## src/hdl/lru_page_replacement_defines.svh

```systemverilog
// assertion macros shared by the rtl
`ifndef LRU_PAGE_REPLACEMENT_DEFINES_SVH
`define LRU_PAGE_REPLACEMENT_DEFINES_SVH

// same-cycle implication
`define LRUPR_ASSERT_IMP(label, clk, rst_n, ante, cons) \
  label: assert property (@(posedge clk) disable iff (!rst_n) (ante) |-> (cons)) \
    else $error("lru page replacement: assertion failed");

// next-cycle implication
`define LRUPR_ASSERT_NXT(label, clk, rst_n, ante, cons) \
  label: assert property (@(posedge clk) disable iff (!rst_n) (ante) |=> (cons)) \
    else $error("lru page replacement: assertion failed");

`endif

```

## src/hdl/lrupr_pkg.sv

```systemverilog
package lrupr_pkg;

  localparam int unsigned DefFrames = 16;
  localparam int unsigned MaxFrames = 64;
  localparam int unsigned IdxW      = 6;
  localparam int unsigned CharW     = 8;
  localparam int unsigned PageW     = 6;
  localparam int unsigned CfgW      = 5;
  localparam int unsigned SlotW     = 4;
  localparam int unsigned TotW      = 16;

  localparam logic [CfgW-1:0]  CfgReset   = CfgW'(DefFrames);
  localparam logic [CharW-1:0] CharZero   = 8'h30;
  localparam logic [CharW-1:0] CharNine   = 8'h39;
  localparam logic [CharW-1:0] CharUpperA = 8'h41;
  localparam logic [CharW-1:0] CharUpperZ = 8'h5A;
  localparam logic [CharW-1:0] CharLowerA = 8'h61;
  localparam logic [CharW-1:0] CharLowerZ = 8'h7A;
  localparam logic [PageW-1:0] LetterBase = 6'd10;
  localparam logic [TotW-1:0]  TotMax     = '1;

  // partial search result handed from cell to cell
  typedef struct packed {
    logic            hit;
    logic [IdxW-1:0] hit_idx;
    logic [IdxW-1:0] hit_rank;
    logic            empty;
    logic [IdxW-1:0] empty_idx;
    logic [IdxW-1:0] best_idx;
    logic [IdxW-1:0] best_rank;
  } scan_t;

  // update broadcast to every cell
  typedef struct packed {
    logic            en;
    logic            age_all;
    logic [IdxW-1:0] slot;
    logic [IdxW-1:0] old_rank;
  } upd_t;

  typedef struct packed {
    logic             ok;
    logic [PageW-1:0] page;
  } dec_t;

  function automatic dec_t decode_char(input logic [CharW-1:0] c);
    dec_t d;
    d = '0;
    if (c >= CharZero && c <= CharNine) begin
      d.ok   = 1'b1;
      d.page = PageW'(c - CharZero);
    end else if (c >= CharUpperA && c <= CharUpperZ) begin
      d.ok   = 1'b1;
      d.page = PageW'(c - CharUpperA) + LetterBase;
    end else if (c >= CharLowerA && c <= CharLowerZ) begin
      d.ok   = 1'b1;
      d.page = PageW'(c - CharLowerA) + LetterBase;
    end
    return d;
  endfunction

endpackage

```

## src/hdl/lrupr_cell.sv

```systemverilog
module lrupr_cell #(
  parameter int unsigned FRAMES = lrupr_pkg::DefFrames,
  parameter int unsigned IDX    = 0,
  localparam int unsigned NW    = $clog2(FRAMES + 1),
  localparam int unsigned RW    = (FRAMES > 1) ? $clog2(FRAMES) : 1
) (
  input  logic                          clk_i,
  input  logic                          rst_ni,
  input  logic [NW-1:0]                 n_i,
  input  logic [lrupr_pkg::PageW-1:0]   page_i,
  input  lrupr_pkg::upd_t               upd_i,
  input  lrupr_pkg::scan_t              scan_i,
  output lrupr_pkg::scan_t              scan_o
);

  localparam logic [RW-1:0] RankMax = RW'(FRAMES - 1);

  logic [lrupr_pkg::PageW-1:0] page_q;
  logic                        valid_q;
  logic [RW-1:0]               rank_q;
  lrupr_pkg::scan_t            scan_d, scan_q;
  logic                        active;
  logic                        me;
  logic [lrupr_pkg::IdxW-1:0]  rank_ext;

  assign active   = 32'(n_i) > IDX;
  assign me       = upd_i.slot == lrupr_pkg::IdxW'(IDX);
  assign rank_ext = lrupr_pkg::IdxW'(rank_q);
  assign scan_o   = scan_q;

  always_comb begin
    scan_d = scan_i;
    if (active) begin
      if (!scan_i.hit && valid_q && page_q == page_i) begin
        scan_d.hit      = 1'b1;
        scan_d.hit_idx  = lrupr_pkg::IdxW'(IDX);
        scan_d.hit_rank = rank_ext;
      end
      if (!scan_i.empty && !valid_q) begin
        scan_d.empty     = 1'b1;
        scan_d.empty_idx = lrupr_pkg::IdxW'(IDX);
      end
      // strictly older only, so the lower index keeps a tie
      if (rank_ext > scan_i.best_rank) begin
        scan_d.best_idx  = lrupr_pkg::IdxW'(IDX);
        scan_d.best_rank = rank_ext;
      end
    end
  end

  always_ff @(posedge clk_i or negedge rst_ni) begin
    if (!rst_ni) begin
      page_q  <= '0;
      valid_q <= 1'b0;
      rank_q  <= '0;
      scan_q  <= '0;
    end else begin
      scan_q <= scan_d;
      if (upd_i.en && active) begin
        if (me) begin
          page_q  <= page_i;
          valid_q <= 1'b1;
          rank_q  <= '0;
        end else if (valid_q && (upd_i.age_all || rank_ext < upd_i.old_rank) &&
                     rank_q != RankMax) begin
          rank_q <= rank_q + 1'b1;
        end
      end
    end
  end

endmodule

```

## src/hdl/lru_page_replacement.sv

```systemverilog
// lru page replacement over a chain of frame cells
// a page item is latched in IDLE, searched in SCAN by a wave that moves one cell per
// cycle down the chain and applied in UPDATE; no new item is taken until then, and
// out_stall_i can hold UPDATE; skipped characters are taken without leaving IDLE
// reset: asynchronous active low, all frames empty, totals zero, frame cfg 16 (at most FRAMES)
`include "lru_page_replacement_defines.svh"

module lru_page_replacement #(
  parameter int unsigned FRAMES = lrupr_pkg::DefFrames
) (
  input  logic                         clk_i,
  input  logic                         rst_ni,
  input  logic                         in_valid_i,
  output logic                         in_stall_o,
  input  logic [lrupr_pkg::CharW-1:0]  ref_char_i,
  output logic                         out_valid_o,
  input  logic                         out_stall_i,
  output logic                         hit_o,
  output logic [lrupr_pkg::SlotW-1:0]  frame_slot_o,
  output logic [lrupr_pkg::TotW-1:0]   fault_count_o,
  output logic [lrupr_pkg::TotW-1:0]   hit_count_o,
  input  logic                         cfg_valid_i,
  output logic                         cfg_ready_o,
  input  logic [lrupr_pkg::CfgW-1:0]   cfg_data_i
);

  localparam int unsigned NW = $clog2(FRAMES + 1);
  localparam int unsigned CW = (FRAMES > 1) ? $clog2(FRAMES) : 1;

  typedef enum logic [1:0] {
    IDLE,
    SCAN,
    UPDATE
  } state_e;

  state_e                        state_q;
  logic [CW-1:0]                 cnt_q;
  logic [lrupr_pkg::PageW-1:0]   page_q;
  logic [lrupr_pkg::CfgW-1:0]    cfg_q;
  logic [NW-1:0]                 n_act;
  logic [lrupr_pkg::TotW-1:0]    fault_q, hit_q;
  logic                          out_valid_q, hit_q_o;
  logic [lrupr_pkg::SlotW-1:0]   slot_q;
  lrupr_pkg::dec_t               dec;
  lrupr_pkg::scan_t              chain [FRAMES+1];
  lrupr_pkg::scan_t              res;
  lrupr_pkg::upd_t               upd;
  logic                          in_acc;

  assign cfg_ready_o   = 1'b1;
  assign in_stall_o    = state_q != IDLE;
  assign in_acc        = in_valid_i && !in_stall_o;
  assign dec           = lrupr_pkg::decode_char(ref_char_i);
  assign out_valid_o   = out_valid_q;
  assign hit_o         = hit_q_o;
  assign frame_slot_o  = slot_q;
  assign fault_count_o = fault_q;
  assign hit_count_o   = hit_q;

  always_comb begin
    if (cfg_q == '0) begin
      n_act = NW'(1);
    end else if (32'(cfg_q) > FRAMES) begin
      n_act = NW'(FRAMES);
    end else begin
      n_act = NW'(cfg_q);
    end
  end

  assign chain[0] = '0;
  assign res      = chain[FRAMES];

  for (genvar i = 0; i < FRAMES; i++) begin : g_cell
    lrupr_cell #(
      .FRAMES (FRAMES),
      .IDX    (i)
    ) u_cell (
      .clk_i  (clk_i),
      .rst_ni (rst_ni),
      .n_i    (n_act),
      .page_i (page_q),
      .upd_i  (upd),
      .scan_i (chain[i]),
      .scan_o (chain[i+1])
    );
  end

  // decide the touched frame once the wave has left the last cell
  always_comb begin
    upd.en       = (state_q == UPDATE) && !(out_valid_q && out_stall_i);
    upd.age_all  = 1'b0;
    upd.slot     = res.best_idx;
    upd.old_rank = res.best_rank;
    if (res.hit) begin
      upd.slot     = res.hit_idx;
      upd.old_rank = res.hit_rank;
    end else if (res.empty) begin
      upd.slot    = res.empty_idx;
      upd.age_all = 1'b1;
    end
  end

  always_ff @(posedge clk_i or negedge rst_ni) begin
    if (!rst_ni) begin
      state_q     <= IDLE;
      cnt_q       <= '0;
      page_q      <= '0;
      cfg_q       <= lrupr_pkg::CfgReset;
      fault_q     <= '0;
      hit_q       <= '0;
      out_valid_q <= 1'b0;
      hit_q_o     <= 1'b0;
      slot_q      <= '0;
    end else begin
      if (cfg_valid_i && cfg_ready_o) begin
        cfg_q <= cfg_data_i;
      end
      if (upd.en) begin
        out_valid_q <= 1'b1;
      end else if (!out_stall_i) begin
        out_valid_q <= 1'b0;
      end
      case (state_q)
        IDLE: begin
          if (in_acc && dec.ok) begin
            page_q  <= dec.page;
            cnt_q   <= '0;
            state_q <= SCAN;
          end
        end
        SCAN: begin
          cnt_q <= cnt_q + 1'b1;
          if (cnt_q == CW'(FRAMES - 1)) begin
            state_q <= UPDATE;
          end
        end
        UPDATE: begin
          if (upd.en) begin
            hit_q_o <= res.hit;
            slot_q  <= upd.slot[lrupr_pkg::SlotW-1:0];
            if (res.hit) begin
              if (hit_q != lrupr_pkg::TotMax) hit_q <= hit_q + 1'b1;
            end else begin
              if (fault_q != lrupr_pkg::TotMax) fault_q <= fault_q + 1'b1;
            end
            state_q <= IDLE;
          end
        end
        default: state_q <= IDLE;
      endcase
    end
  end

  `LRUPR_ASSERT_NXT(a_page_starts_scan, clk_i, rst_ni, in_acc && dec.ok,
                    state_q == SCAN && cnt_q == '0)
  `LRUPR_ASSERT_IMP(a_slot_active, clk_i, rst_ni, state_q == UPDATE,
                    32'(upd.slot) < 32'(n_act))
  `LRUPR_ASSERT_NXT(a_totals_grow, clk_i, rst_ni, 1'b1,
                    fault_q >= $past(fault_q) && hit_q >= $past(hit_q))

endmodule
```

## config.mk

```make
export PLATFORM = sky130hd
export DESIGN_NAME = lru_page_replacement
export DESIGN_NICKNAME = d
export VERILOG_FILES = /design/src/hdl/lrupr_pkg.sv /design/src/hdl/lrupr_cell.sv /design/src/hdl/lru_page_replacement.sv
export VERILOG_INCLUDE_DIRS = /design/src /design/src/hdl
export SDC_FILE = /design/constraint.sdc
export NUM_CORES = 1
export LEC_CHECK = 0
export ABC_AREA = 1
export BUFFER_PORTS_ARGS = -buffer_cell sky130_fd_sc_hd__buf_2
export CAP_MARGIN = 20
export CORE_UTILIZATION = 40
export DETAILED_ROUTE_END_ITERATION = 12
export SYNTH_ARGS = -nofsm -noshare
export SYNTH_HDL_FRONTEND = slang
export SYNTH_SLANG_ARGS = --single-unit
```

## constraint.sdc

```tcl
create_clock -name clk_i -period 5.98 [get_ports clk_i]
set_clock_uncertainty 0.1 [all_clocks]
set_input_delay 0 -clock clk_i [delete_from_list [all_inputs] [get_ports clk_i]]
set_output_delay 0 -clock clk_i [all_outputs]
set_load 0.05 [all_outputs]
```

==> flow_metrics.tcl <==
set metrics [dict create \
    syn-num-nets 3133 \
    peakVddDrop_mv 0.232 \
    grt_pass1_wl_um 100000 \
    route.detailed.drc 0 \
    cts_root_buffer "clkbuf_16" \
    coreArea_mm2 0.0649 \
    synth_area_per_cell_um2 8.88 \
    critPathMaxStageDelay_ps 550 \
    slew_viol_final 0 \
    synth_edf_count 0 \
    drt-initial-drc-count 1336 \
    dp_cells 3834 \
    yosys_warnings 0 \
    htree_levels 2 \
    status "finished clean" \
    design.die.area_mm2 0.0672 \
    setup.worst_path.end_class "flip-flop" \
    cp.required_ps 6350 \
    initial_core_util 0.407 \
    diodes 0 \
    drtPass1Iterations 5 \
    cp.buffers_inverters 7 \
    drive_gt1_frac 0.119 \
    clk_path_buf_depth 3 \
    layoutNonFillerInstCount 3974 \
    period_share 0.490 \
    synth_flop_cell "dfrtp_1" \
    die_y_um 259 \
    die_width_um 259 \
    fin_ws_ps 3050 \
    ys_async_sr_fraction 1.00 \
    grt_pass1_vias 18583 \
    cts.sinks 538 \
    nFillCells 6298 \
    ys_seq_area_frac 0.509 \
    ios 58 \
    vias 19190 \
    power.density_mw_per_mm2 361 \
    fin_crit_ps 2930 \
    slowest_stage "dlygate4sd3_1" \
    crit_family "buffers and inverters" \
    clock_latency_ps 610 \
    cts_resized 0 \
    hold_violations 0 \
    netlist_area_mm2 0.0264 \
    cap_violations 0 \
    nets 3227 \
    io_buffers 56 \
    p_leak_nw 15.2 \
    dp_worst_setup_slack_ps 3050 \
    dp_hpwl_um 42900 \
    rsz0062_at_grt "no" \
    cp_common_cell "nand2_1" \
    regToRegSetupSlack_ps 3080 \
    postCtsSetupBuffers 0 \
    relSlewSlack 0.376 \
    hold_class "in -> reg" \
    yosysUniqueCellTypes 60 \
    synthCells 2979 \
    overflow 0 \
    wl_um 61600 \
    ant_nets 0 \
    rows 93 \
    fmax_ghz 0.341 \
    grt_usage 0.189 \
    cts_tree "yes" \
    ctsHoldBuffers 35 \
    start_kind "input port" \
    numCtsBuffers 57 \
    crit_fanout 5 \
    fin_tns_setup_ps 0 \
    crit_type "in -> reg" \
    routed_via_density 4.83 \
    path_clk_slew_ps 60 \
    worst_ep_arrival_time_ps 3300 \
    grt_antenna_before_repair 1 \
    crit_chain "dlygate4sd3_1 -> buf_2 -> inv_1 -> ha_1 -> o21ai_0 -> nand2_1 -> nand2_1 -> inv_1 -> nand2_1 -> dlygate4sd3_1 -> nand2_1 -> dlygate4sd3_1 -> nand2_1 -> nand2_1 -> dlygate4sd3_1" \
    grt_max_degree 137 \
    synth-seq-cells 538 \
    areaGrowthSynthToFinish_pct 12.4 \
    worstMarginPinSlew_ps 936 \
    finalSetupViolCount 0 \
    utilization 0.458 \
    place_congestion 0.827 \
    wire_per_inst_um 15.5 \
]
## layout make-up
cell class | instances | area, µm² | area share
clock buffer | 83 | 1700 | 0.0571
clock inverter | 22 | 224 | 0.00753
inverter | 389 | 1470 | 0.0495
multi-input combinational | 1985 | 11000 | 0.371
sequential | 538 | 13500 | 0.453
tap | 855 | 1070 | 0.0360
timing repair buffer | 102 | 766 | 0.0258
## kinds of logic (layout without fill, tap and decap cells)
kind of cell,after synthesis,in the layout,share of synthesized area
compound gates,373,373,0.0813
other cells,1,1,0.000142
simple gates,1385,1385,0.241
buf+inv,456,596,0.0739
fa+ha+maj,136,136,0.0643
mux,3,3,0.00114
xor+xnor,87,87,0.0288
flops,538,538,0.509
## flip-flops by register name, indices dropped and copies added (netlist names), 4 cells and up
| register | count |
|---|---|
| g_cell.u_cell.page_q | 96 |
| g_cell.u_cell.rank_q | 64 |
| g_cell.u_cell.scan_o | 307 |
| cnt_q | 4 |
| fault_count_o | 16 |
| cfg_q | 5 |
| g_cell.u_cell.valid_q | 16 |
| page_q | 6 |
| frame_slot_o | 4 |
| hit_count_o | 16 |
## layout by cell type, fill, tap and decap left out, types with 5 or more instances in the layout
cell type / synthesis / final
clkbuf_8: 0 / 13
nand3_4: 11 / 11
o211ai_1: 7 / 7
ha_1: 136 / 136
clkbuf_16: 0 / 59
nand3b_1: 5 / 5
inv_2: 17 / 17
a21oi_1: 52 / 52
o22ai_1: 8 / 8
nor2_2: 8 / 8
nor3_1: 45 / 45
nor2_1: 153 / 153
buf_2: 20 / 55
a21boi_0: 5 / 5
nand2_2: 15 / 15
or2_2: 65 / 65
dlygate4sd3_1: 0 / 34
o21bai_1: 11 / 11
clkinv_2: 1 / 14
nor3b_1: 5 / 5
dfrtp_1: 537 / 537
o21ai_1: 67 / 67
o21ai_2: 35 / 35
clkbuf_1: 14 / 11
o21ai_0: 165 / 165
nand3_1: 168 / 168
nand2_1: 810 / 810
nor2_4: 18 / 18
nand4_1: 44 / 44
xnor2_1: 31 / 31
nor4_1: 5 / 5
nand2_4: 12 / 12
xor2_1: 56 / 56
inv_1: 367 / 367
buf_4: 11 / 9
## cell usage after synthesis, drive strengths merged, types with 2 or more instances
library cell	n	area [µm²]
a211oi	5	42.5
a21boi	5	37.5
a21o	2	15.0
a21oi	56	295
a31oi	2	12.5
and2	3	18.8
buf	53	430
clkbuf	14	52.6
dfrtp	537	13400
ha	136	1700
inv	388	1470
mux2i	3	30.0
nand2	837	3270
nand3	183	1070
nand3b	5	37.5
nand4	44	275
nor2	180	847
nor3	49	272
nor3b	6	50.1
nor4	9	108
o2111ai	3	26.3
o211ai	7	52.6
o21ai	268	1480
o21bai	11	82.6
o22ai	8	50.1
or2	68	425
xnor2	31	272
xor2	56	490
## worst register-to-register path, delay by kind of cell, from the launching register on
kind	cells	cell delay, ps
simple gates	6	1090
buf+inv	2	700
flops	1	910
## final timing paths
path,from,depth (start not counted),end
max,ref_char_i[0],15,page_q[1]$_DFFE_PN0P_
min,out_stall_i,4,out_valid_o$_DFFE_PN0P_
max reg2reg,page_q[4]$_DFFE_PN0P_,8,g_cell[5].u_cell.scan_o[22]$_DFF_PN0_
min reg2reg,g_cell[9].u_cell.scan_o[9]$_DFF_PN0_,1,g_cell[10].u_cell.scan_o[9]$_DFF_PN0_
max in group asynchronous,rst_ni,4,g_cell[14].u_cell.page_q[3]$_DFFE_PN0P_
min in group asynchronous,rst_ni,3,g_cell[13].u_cell.rank_q[2]$_DFFE_PN0P_
## report_power, final
part	switching, mW	total, mW	internal (mW)	leakage, nW
Sequential	0.377	4.48	4.10	7.22
Clock	1.46	3.59	2.13	0.946
Combinational	1.83	2.67	0.843	7.02
Total	3.67	10.7	7.08	15.2
## per-stage QoR
step / instance area (µm²) / hold WS, ps / power, mW
2_1_floorplan: 26400 / -396 / 6.47
3_3_place_gp: 27400 / 23.8 / 7.19
4_1_cts: 29700 / 56.6 / 10.9
3_5_place_dp: 27400 / 34.4 / 7.22
6_report: 29700 / 98.8 / 10.7
5_1_grt: 29700 / 133 / 11.4
## layer usage
metal	GRT usage	routed length, µm	vias to the layer above	share of wire
li1	-	-	9728	-
met5	0	0	-	0
met1	0.260	28900	9050	0.47
met3	0.0255	2400	96	0.039
met4	0.0564	1590	0	0.026
met2	0.309	28700	316	0.47
Power figures use the tool's default switching activity.
